--- config.mk ---
export PLATFORM = sky130hd
export DESIGN_NAME = segment_rectangle_intersect
export DESIGN_NICKNAME = d
export VERILOG_FILES = /design/src/rtl/srect_pkg.sv /design/src/rtl/srect_front.sv /design/src/rtl/srect_decide.sv /design/src/rtl/segment_rectangle_intersect.sv
export SDC_FILE = /design/constraint.sdc
export NUM_CORES = 2
export LEC_CHECK = 0
export CORE_UTILIZATION = 47
export DETAILED_ROUTE_END_ITERATION = 8
export DONT_BUFFER_PORTS = 1
export GPL_ROUTABILITY_DRIVEN = 0
export HOLD_SLACK_MARGIN = 0.15
export PLACE_DENSITY = 0.72
export SLEW_MARGIN = 5
export SYNTH_ARGS = -nofsm -noshare
export SYNTH_HDL_FRONTEND = slang
export SYNTH_HIERARCHICAL = 1
export SYNTH_SLANG_ARGS = --single-unit
--- constraint.sdc ---
create_clock -name i_clk -period 29 [get_ports i_clk]
set_input_delay 5.8 -clock i_clk [delete_from_list [all_inputs] [get_ports i_clk]]
set_output_delay 5.8 -clock i_clk [all_outputs]
set_load 0.05 [all_outputs]
--- src/rtl/srect_pkg.sv ---
// Package: shared constants, flag types and the per-edge decision function
`timescale 1ns / 1ps

package srect_pkg;

    localparam int COORD_BITS_DEF = 16;

    // Endpoint pair versus one box boundary line
    typedef struct packed {
        logic all_lt;   // both endpoints below the boundary
        logic all_gt;   // both endpoints above the boundary
        logic all_on;   // both endpoints on the boundary
    } t_bnd;

    typedef struct packed {
        t_bnd lft;
        t_bnd rgt;
        t_bnd top;
        t_bnd bot;
        logic pt_in;    // an endpoint lies strictly within the box
        logic w_zero;
        logic h_zero;
    } t_flags;

    // One box edge against the segment.
    // ab_*: edge orientation of the two endpoints; c/d: segment orientation of the
    // edge's two corners; bbox: inclusive bounding boxes overlap.
    function automatic logic edge_meet(
        input logic ab_apart,
        input logic ab_zero,
        input logic c_neg,
        input logic c_zero,
        input logic d_neg,
        input logic d_zero,
        input logic bbox
    );
        logic cd_apart;
        cd_apart  = !c_zero && !d_zero && (c_neg == d_neg);
        edge_meet = !(ab_apart || cd_apart) && (!(ab_zero && c_zero && d_zero) || bbox);
    endfunction

endpackage

--- src/rtl/srect_front.sv ---
// Input register, boundary compares and cross-product terms, registered
`timescale 1ns / 1ps

module srect_front
    import srect_pkg::*;
#(
    parameter int COORD_BITS = COORD_BITS_DEF,
    localparam int DW = COORD_BITS + 2,
    localparam int PW = 2 * DW
) (
    input  logic                         i_clk,
    input  logic                         i_rst_n,
    input  logic                         i_take,
    input  logic signed [COORD_BITS-1:0] i_seg_start_x,
    input  logic signed [COORD_BITS-1:0] i_seg_start_y,
    input  logic signed [COORD_BITS-1:0] i_seg_end_x,
    input  logic signed [COORD_BITS-1:0] i_seg_end_y,
    input  logic signed [COORD_BITS-1:0] i_box_left,
    input  logic signed [COORD_BITS-1:0] i_box_top,
    input  logic        [COORD_BITS-2:0] i_box_width,
    input  logic        [COORD_BITS-2:0] i_box_height,
    output logic                         o_valid,
    output t_flags                       o_flags,
    output logic signed [PW-1:0]         o_px_l,
    output logic signed [PW-1:0]         o_px_r,
    output logic signed [PW-1:0]         o_py_t,
    output logic signed [PW-1:0]         o_py_b
);

    logic                         r_v0;
    logic signed [COORD_BITS-1:0] r_sx, r_sy, r_ex, r_ey, r_l, r_t;
    logic        [COORD_BITS-2:0] r_w, r_h;

    logic                         r_v1;
    t_flags                       r_flags;
    logic signed [PW-1:0]         r_px_l, r_px_r, r_py_t, r_py_b;

    logic signed [DW-1:0] sx_e, sy_e, ex_e, ey_e, l_e, t_e, r_e, b_e;
    logic signed [DW-1:0] du_l, du_r, dv_t, dv_b, dx, dy;
    logic signed [PW-1:0] n_px_l, n_px_r, n_py_t, n_py_b;
    t_flags               n_flags;
    logic                 s_in, e_in;

    // Right and bottom edges at full precision, two bits of headroom
    assign sx_e = DW'(r_sx);
    assign sy_e = DW'(r_sy);
    assign ex_e = DW'(r_ex);
    assign ey_e = DW'(r_ey);
    assign l_e  = DW'(r_l);
    assign t_e  = DW'(r_t);
    assign r_e  = l_e + $signed({3'b000, r_w});
    assign b_e  = t_e + $signed({3'b000, r_h});

    // orient(corner X,Y) = (sx - X) * dy - (sy - Y) * dx
    assign du_l = sx_e - l_e;
    assign du_r = sx_e - r_e;
    assign dv_t = sy_e - t_e;
    assign dv_b = sy_e - b_e;
    assign dx   = ex_e - sx_e;
    assign dy   = ey_e - sy_e;

    assign n_px_l = PW'(du_l) * PW'(dy);
    assign n_px_r = PW'(du_r) * PW'(dy);
    assign n_py_t = PW'(dv_t) * PW'(dx);
    assign n_py_b = PW'(dv_b) * PW'(dx);

    assign s_in = (sx_e > l_e) && (sx_e < r_e) && (sy_e > t_e) && (sy_e < b_e);
    assign e_in = (ex_e > l_e) && (ex_e < r_e) && (ey_e > t_e) && (ey_e < b_e);

    always_comb begin
        n_flags.lft.all_lt = (sx_e < l_e) && (ex_e < l_e);
        n_flags.lft.all_gt = (sx_e > l_e) && (ex_e > l_e);
        n_flags.lft.all_on = (sx_e == l_e) && (ex_e == l_e);
        n_flags.rgt.all_lt = (sx_e < r_e) && (ex_e < r_e);
        n_flags.rgt.all_gt = (sx_e > r_e) && (ex_e > r_e);
        n_flags.rgt.all_on = (sx_e == r_e) && (ex_e == r_e);
        n_flags.top.all_lt = (sy_e < t_e) && (ey_e < t_e);
        n_flags.top.all_gt = (sy_e > t_e) && (ey_e > t_e);
        n_flags.top.all_on = (sy_e == t_e) && (ey_e == t_e);
        n_flags.bot.all_lt = (sy_e < b_e) && (ey_e < b_e);
        n_flags.bot.all_gt = (sy_e > b_e) && (ey_e > b_e);
        n_flags.bot.all_on = (sy_e == b_e) && (ey_e == b_e);
        n_flags.pt_in      = s_in || e_in;
        n_flags.w_zero     = (r_w == '0);
        n_flags.h_zero     = (r_h == '0);
    end

    always_ff @(posedge i_clk) begin
        if (!i_rst_n) begin
            r_v0 <= 1'b0;
            r_v1 <= 1'b0;
        end else begin
            r_v0 <= i_take;
            r_v1 <= r_v0;
        end
    end

    always_ff @(posedge i_clk) begin
        if (i_take) begin
            r_sx <= i_seg_start_x;
            r_sy <= i_seg_start_y;
            r_ex <= i_seg_end_x;
            r_ey <= i_seg_end_y;
            r_l  <= i_box_left;
            r_t  <= i_box_top;
            r_w  <= i_box_width;
            r_h  <= i_box_height;
        end
        if (r_v0) begin
            r_flags <= n_flags;
            r_px_l  <= n_px_l;
            r_px_r  <= n_px_r;
            r_py_t  <= n_py_t;
            r_py_b  <= n_py_b;
        end
    end

    assign o_valid = r_v1;
    assign o_flags = r_flags;
    assign o_px_l  = r_px_l;
    assign o_px_r  = r_px_r;
    assign o_py_t  = r_py_t;
    assign o_py_b  = r_py_b;

endmodule

--- src/rtl/srect_decide.sv ---
// Corner orientation signs, per-edge decisions and the result register
`timescale 1ns / 1ps

module srect_decide
    import srect_pkg::*;
#(
    parameter int COORD_BITS = COORD_BITS_DEF,
    localparam int DW = COORD_BITS + 2,
    localparam int PW = 2 * DW
) (
    input  logic                 i_clk,
    input  logic                 i_rst_n,
    input  logic                 i_valid,
    input  t_flags               i_flags,
    input  logic signed [PW-1:0] i_px_l,
    input  logic signed [PW-1:0] i_px_r,
    input  logic signed [PW-1:0] i_py_t,
    input  logic signed [PW-1:0] i_py_b,
    output logic                 o_done,
    output logic                 o_hit
);

    logic signed [PW:0] o_lt, o_lb, o_rb, o_rt;
    logic               lt_neg, lb_neg, rb_neg, rt_neg;
    logic               lt_zero, lb_zero, rb_zero, rt_zero;
    logic               m_left, m_bot, m_right, m_top;
    logic               n_hit;
    logic               r_done, r_hit;

    assign o_lt = (PW+1)'(i_px_l) - (PW+1)'(i_py_t);
    assign o_lb = (PW+1)'(i_px_l) - (PW+1)'(i_py_b);
    assign o_rb = (PW+1)'(i_px_r) - (PW+1)'(i_py_b);
    assign o_rt = (PW+1)'(i_px_r) - (PW+1)'(i_py_t);

    assign lt_neg  = o_lt[PW];
    assign lb_neg  = o_lb[PW];
    assign rb_neg  = o_rb[PW];
    assign rt_neg  = o_rt[PW];
    assign lt_zero = (o_lt == '0);
    assign lb_zero = (o_lb == '0);
    assign rb_zero = (o_rb == '0);
    assign rt_zero = (o_rt == '0);

    // Edge orientation of an endpoint against an axis-aligned edge reduces to a
    // coordinate compare, zero when the edge has no length
    always_comb begin
        m_left = edge_meet(
            !i_flags.h_zero && (i_flags.lft.all_lt || i_flags.lft.all_gt),
            i_flags.h_zero || i_flags.lft.all_on,
            lt_neg, lt_zero, lb_neg, lb_zero,
            !i_flags.lft.all_gt && !i_flags.lft.all_lt &&
            !i_flags.bot.all_gt && !i_flags.top.all_lt);
        m_bot = edge_meet(
            !i_flags.w_zero && (i_flags.bot.all_lt || i_flags.bot.all_gt),
            i_flags.w_zero || i_flags.bot.all_on,
            lb_neg, lb_zero, rb_neg, rb_zero,
            !i_flags.rgt.all_gt && !i_flags.lft.all_lt &&
            !i_flags.bot.all_gt && !i_flags.bot.all_lt);
        m_right = edge_meet(
            !i_flags.h_zero && (i_flags.rgt.all_lt || i_flags.rgt.all_gt),
            i_flags.h_zero || i_flags.rgt.all_on,
            rb_neg, rb_zero, rt_neg, rt_zero,
            !i_flags.rgt.all_gt && !i_flags.rgt.all_lt &&
            !i_flags.bot.all_gt && !i_flags.top.all_lt);
        m_top = edge_meet(
            !i_flags.w_zero && (i_flags.top.all_lt || i_flags.top.all_gt),
            i_flags.w_zero || i_flags.top.all_on,
            lt_neg, lt_zero, rt_neg, rt_zero,
            !i_flags.rgt.all_gt && !i_flags.lft.all_lt &&
            !i_flags.top.all_gt && !i_flags.top.all_lt);
        n_hit = i_flags.pt_in || m_left || m_bot || m_right || m_top;
    end

    always_ff @(posedge i_clk) begin
        if (!i_rst_n) begin
            r_done <= 1'b0;
            r_hit  <= 1'b0;
        end else begin
            r_done <= i_valid;
            r_hit  <= i_valid && n_hit;
        end
    end

    assign o_done = r_done;
    assign o_hit  = r_hit;

endmodule

--- src/rtl/segment_rectangle_intersect.sv ---
// Top level: segment versus axis-aligned box hit test
//
//  channel | handshake           | payload
//  --------+---------------------+------------------------------------------
//  item in | start, busy         | i_seg_start/end_x/y, i_box_left/top/width/height
//  result  | o_done (one cycle)  | o_hit
//
// An accepted item passes the input, compare/multiply and result registers in turn.
// One item per cycle sustained; busy is always low, so start alone accepts.
// Reset is synchronous and clears only the pipeline valid bits and the result.
// The receiver cannot stall; every result is shown for exactly one cycle.
`timescale 1ns / 1ps

module segment_rectangle_intersect
    import srect_pkg::*;
#(
    parameter int COORD_BITS = COORD_BITS_DEF
) (
    input  logic                         i_clk,
    input  logic                         i_rst_n,
    input  logic                         start,
    output logic                         busy,
    input  logic signed [COORD_BITS-1:0] i_seg_start_x,
    input  logic signed [COORD_BITS-1:0] i_seg_start_y,
    input  logic signed [COORD_BITS-1:0] i_seg_end_x,
    input  logic signed [COORD_BITS-1:0] i_seg_end_y,
    input  logic signed [COORD_BITS-1:0] i_box_left,
    input  logic signed [COORD_BITS-1:0] i_box_top,
    input  logic        [COORD_BITS-2:0] i_box_width,
    input  logic        [COORD_BITS-2:0] i_box_height,
    output logic                         o_done,
    output logic                         o_hit
);

    localparam int PW = 2 * (COORD_BITS + 2);

    logic                 take;
    logic                 f_valid;
    t_flags               f_flags;
    logic signed [PW-1:0] f_px_l, f_px_r, f_py_t, f_py_b;

    assign busy = 1'b0;
    assign take = start && !busy;

    srect_front #(
        .COORD_BITS(COORD_BITS)
    ) u_front (
        .i_clk         (i_clk),
        .i_rst_n       (i_rst_n),
        .i_take        (take),
        .i_seg_start_x (i_seg_start_x),
        .i_seg_start_y (i_seg_start_y),
        .i_seg_end_x   (i_seg_end_x),
        .i_seg_end_y   (i_seg_end_y),
        .i_box_left    (i_box_left),
        .i_box_top     (i_box_top),
        .i_box_width   (i_box_width),
        .i_box_height  (i_box_height),
        .o_valid       (f_valid),
        .o_flags       (f_flags),
        .o_px_l        (f_px_l),
        .o_px_r        (f_px_r),
        .o_py_t        (f_py_t),
        .o_py_b        (f_py_b)
    );

    srect_decide #(
        .COORD_BITS(COORD_BITS)
    ) u_decide (
        .i_clk   (i_clk),
        .i_rst_n (i_rst_n),
        .i_valid (f_valid),
        .i_flags (f_flags),
        .i_px_l  (f_px_l),
        .i_px_r  (f_px_r),
        .i_py_t  (f_py_t),
        .i_py_b  (f_py_b),
        .o_done  (o_done),
        .o_hit   (o_hit)
    );

endmodule

### After elaboration in Yosys (flattened, before gate mapping)

Index checks and enable logic that the tools add are counted.

* register bits after elaboration: 289
* bits of input ports: 129
* output and inout bits: 3
* logic and storage cells: 178

* $add $sub $neg: 12
* multiply operators: 4
* $lt $le $gt $ge: 16
* equality and inequality tests: 12
* reductions and logical operators: 103

Operator list (number)
* $logic_not A37 Y1: 4
* $sub A36 B36 Y37: 4
* $mul A18 B17 Y35: 2
* $eq A16 B17 Y1: 4
* $gt A16 B17 Y1: 4
* $lt A16 B17 Y1: 4
* $mul A17 B17 Y34: 2
* $sub A16 B16 Y17: 4
* $eq A16 B16 Y1: 4
* $gt A16 B16 Y1: 4
* $lt A16 B16 Y1: 4
* $logic_and A1 B1 Y1: 54
* $sub A16 B17 Y18: 2
* $add A16 B16 Y17: 2
* $logic_not A15 Y1: 2
* $logic_not A1 Y1: 22
* $logic_or A1 B1 Y1: 21
* $eq A1 B1 Y1: 4

### Logic depth before layout (Yosys ltp)

* depth after elaboration: 13
* mapped depth: 45

### Cells and area by module

Netlist, hierarchy kept.

Modules (own cells, without submodules)
* srect_front: instances 1, cells each 6279, area each 59916.2 um^2
* srect_decide: instances 1, cells each 1515, area each 10032.1 um^2
* segment_rectangle_intersect: instances 1, cells each 2, area each 11.3 um^2

### Worst setup path after synthesis

OpenSTA, ideal clock, no wires.

* path type: reg-to-reg
* start: reg u_front.r_t[2]
* end: reg u_front.r_py_b[33] (netlist: u_front/o_py_b[33]) (data pin)
* library setup time: 0.258 ns
* arrival time: 9.676 ns
* required time: 28.742 ns
* setup slack: 19.066 ns
* stages on the path, launching flop included: 42
* cell sequence: edfxtp_1 ha_1 a21oi_1 and2_1 nor2b_1 o21ai_0 nand2b_1 a21o_1 a21oi_1 xor2_1 ha_1 clkbuf_1 a21o_1 a21oi_1 nand2_1 a221oi_1 nor2_1 maj3_1 [... 6 more ...] inv_1 fa_1 fa_1 fa_1 fa_1 inv_1 fa_1 inv_1 ha_1 nand2_1 nor2_1 a211oi_1 or4b_2 nand3_1 a31oi_1 a21o_1 a21oi_1 xnor2_1

* cells in the longest elaborated chain, start to end: 3

Ends and longest elaborated chain
* start, declared: line srect_front.sv:31 `logic signed [COORD_BITS-1:0] r_sx, r_sy, r_ex, r_ey, r_l, r_t;`
* start signal, assigned: line srect_front.sv:105 `r_t <= i_box_top;`
* $add A16 B16 Y17: line srect_front.sv:52 `assign b_e = t_e + $signed({3'b000, r_h});`
* $sub A16 B17 Y18: line srect_front.sv:58 `assign dv_b = sy_e - b_e;`
* $mul A18 B17 Y35: line srect_front.sv:65 `assign n_py_b = PW'(dv_b) * PW'(dx);`
* net u_front.n_py_b[33]: line srect_front.sv:40 `logic signed [PW-1:0] n_px_l, n_px_r, n_py_t, n_py_b;`
* end signal, assigned: line srect_front.sv:114 `r_py_b <= n_py_b;`
* end, declared: line srect_front.sv:36 `logic signed [PW-1:0] r_px_l, r_px_r, r_py_t, r_py_b;`

The timed path passes the listed nets, and every way through them passes these cells.
A chain may end at the register's enable or synchronous reset.

### Final worst setup path

* start: reg u_front.r_l[0]
* end: reg u_front.r_px_r[33] (netlist: u_front/o_px_r[33]) (data pin)

* cells in the longest elaborated chain, start to end: 3

Ends and longest elaborated chain
* start, declared: line srect_front.sv:31
* start signal, assigned: line srect_front.sv:104 `r_l <= i_box_left;`
* $add A16 B16 Y17: line srect_front.sv:51 `assign r_e = l_e + $signed({3'b000, r_w});`
* $sub A16 B17 Y18: line srect_front.sv:56 `assign du_r = sx_e - r_e;`
* $mul A18 B17 Y35: line srect_front.sv:63 `assign n_px_r = PW'(du_r) * PW'(dy);`
* net u_front.n_px_r[33]: line srect_front.sv:40
* end signal, assigned: line srect_front.sv:112 `r_px_r <= n_px_r;`
* end, declared: line srect_front.sv:36

The timed path passes the listed nets, and every way through them passes these cells.

==> impl_metrics.tcl <==
set metrics [dict create \
    dp_hpwl_mm 183 \
    max_stage_delay_ns 0.75 \
    status "complete, but fails checks" \
    die_area_mm2 0.150 \
    ios 132 \
    ant_nets 0 \
    cts_sinks 283 \
    hold_violations 0 \
    h-tree-depth 2 \
    avgRoutedWirePerCell_um 22.6 \
    cp_slowest_cell "xnor2_1" \
    grt_start_max_net_pins 128 \
    yosysUniqueCellTypes 122 \
    synth_top_area_share_pct 34.6 \
    slew-limit-headroom_pct -4.39 \
    coreArea_mm2 0.148 \
    timing.fmax_mhz 92.0 \
    root_buffer "clkbuf_16" \
    synthCells 7796 \
    start_kind "register" \
    fin_crit_sh_pct 37.5 \
    critical_path.most_common_cell "fa_1" \
    syn_nets 9808 \
    vias_per_cell 5.94 \
    synth_most_common_cell "inv_1" \
    first_pass_iters 7 \
    rows 141 \
    hold_buffers 0 \
    violations "max-capacitance violations, max-slew violations" \
    setup_viol_count_final 0 \
    endpoint_kind "register" \
    syn_area_mm2 0.0700 \
    fillers 13400 \
    clock_latency_ns 0.63 \
    detail_route.iter0.violations 5750 \
    final_cells 9664 \
    routed_wl_mm 218 \
    yosys.area.top_type "fa_1" \
    required_ns 29.37 \
    dp_cells 9585 \
    cts_inserted_buffers 34 \
    cp_data_arrival_time_ns 11.24 \
    grt_pass1_vias 58200 \
    grt_pass1_wl_mm 334 \
    slew_viol_final 4 \
    synth-async-reset-ratio_pct 0 \
    synth_area_per_cell_um2 8.97 \
    fp.dieW_um 388 \
    yosysSeqAreaShare_pct 12.1 \
    clockBufferDepth 3 \
    tightest_slew_ns 1.55 \
    post-route-min-period_ns 10.87 \
    syn2layout_area_growth_pct 5.09 \
    rsz0062_at_grt "no" \
    worstSetupPathType "register to register" \
    grtUsageTotal_pct 29.0 \
    tns_ns 0 \
    overflow 0 \
    drive_gt1_share_pct 3.47 \
    post_cts_resized 0 \
    synth_seq_cells 283 \
    final.setup_skew_ns 0.0657 \
    ys.flop_type "edfxtp_1" \
    ys_warn_count 6 \
    cts_setup_buffers 0 \
    numPortBuffers 0 \
    start_util_pct 47.4 \
    final_nets 9703 \
    drc_errors 0 \
    die_h_um 388 \
    cp_max_fo 8 \
    synth_edf_count 279 \
    vias 57400 \
    hold_class "register to register" \
    cts.clk_slew.worst_paths_ns 0.06 \
    synthTopCellsByArea "fa_1 (35%), ha_1 (12%), edfxtp_1 (12%)" \
    tritoncts "built" \
    antenna_found_initial 21 \
    synthTopCellsByCount "inv_1 (1491), fa_1 (1210), nand2_1 (861)" \
    max_cap_violations 1 \
]
==> routing by layer <==
metal  part of all wire [%]  global-route usage [%]  vias up
li1                       -                       -    25000
met1                     38                    36.6    28300
met3                     11                    7.11      781
met4                    7.4                    18.1        6
met2                     43                    44.5     3336
met5                  0.017                       0        -
==> layout by cell type (no fill, tap or decap), types with 92 or more instances in the layout <==
master / synthesis / routed
edfxtp_1: 279 / 279
buf_4: 9 / 99
o21ai_0: 169 / 168
a21oi_1: 309 / 308
fa_1: 1210 / 1210
nand3_1: 98 / 98
xor2_1: 124 / 118
xnor2_1: 255 / 238
nor2_1: 687 / 687
nand2_1: 861 / 861
nor3_1: 92 / 92
and2_1: 132 / 132
ha_1: 673 / 673
a21o_1: 129 / 129
inv_1: 1491 / 1491
==> flip-flops by register name (all words and copies together), names as in the netlist, 16 cells and up <==
name / cells
u_front/o_py_t: 34
u_front/r_sx: 16
u_front/r_ex: 16
u_front/r_ey: 16
u_front/r_l: 16
u_front/o_px_l: 34
u_front/r_sy: 16
u_front/o_px_r: 35
u_front/o_py_b: 35
u_front/r_t: 16
==> logic make-up (layout without fill, tap and decap cells) <==
| family | Yosys count | in the layout | share of synthesized area, % |
|---|---|---|---|
| other | 1 | 20 | 0.00536 |
| buffers and inverters | 1732 | 1651 | 9.47 |
| and+or+nand+nor | 2302 | 2302 | 15.0 |
| xor gates and xnor gates | 380 | 380 | 4.77 |
| AOI/OAI and AO/OA | 1177 | 1177 | 11.4 |
| adders and majority gates | 1900 | 1900 | 46.9 |
| muxes | 21 | 21 | 0.311 |
| DFF | 283 | 283 | 12.1 |
==> through the flow <==
step           utilization [%]  cell area [µm²]  hold WS, ns  worst slack [ns]
6_report                  49.8            73500        0.608             18.13
2_1_floorplan                -            70000        0.468             19.07
3_5_place_dp              49.0            72300        0.597             18.29
4_1_cts                   49.8            73500        0.605             18.27
5_1_grt                   49.8            73500        0.615             17.51
3_3_place_gp              49.0            72300        0.589             18.36
==> critical path, delay by kind of cell (launching register included) <==
kind                       cells  cell delay, ns
AOI/OAI and AO/OA             15            3.88
xor gates and xnor gates       3            1.04
adders and majority gates     10            4.29
buffers and inverters          5            0.26
DFF                            1            0.41
and+or+nand+nor                5            0.73
==> final cells by class <==
| class | instances | area, µm² | share of cell area, % |
|---|---|---|---|
| clock buffers | 38 | 866 | 1.18 |
| well taps | 1930 | 2410 | 3.28 |
| flip-flops and latches | 283 | 8460 | 11.5 |
| diodes | 19 | 47.5 | 0.0647 |
| repair buffers | 99 | 743 | 1.01 |
| multi-input cells | 5781 | 55100 | 75.0 |
| inverters | 1492 | 5600 | 7.62 |
| clock inverters | 22 | 282 | 0.383 |
==> worst paths after layout <==
| check | start | cells after the start | endpoint | slack [ns] |
|---|---|---|---|---|
| max | u_front/r_l[0] | 38 | u_front/o_px_r[33] | 18.13 |
| min | u_front/r_v0 | 0 | u_front/o_px_l[31] | 0.61 |
| max reg2reg | u_front/r_l[0] | 38 | u_front/o_px_r[33] | 18.13 |
| min reg2reg | u_front/r_v0 | 0 | u_front/o_px_l[31] | 0.61 |
Power is left out: the tool's default activity adds up to more than one toggle a clock period on the data nets, which glitch-free logic cannot reach.
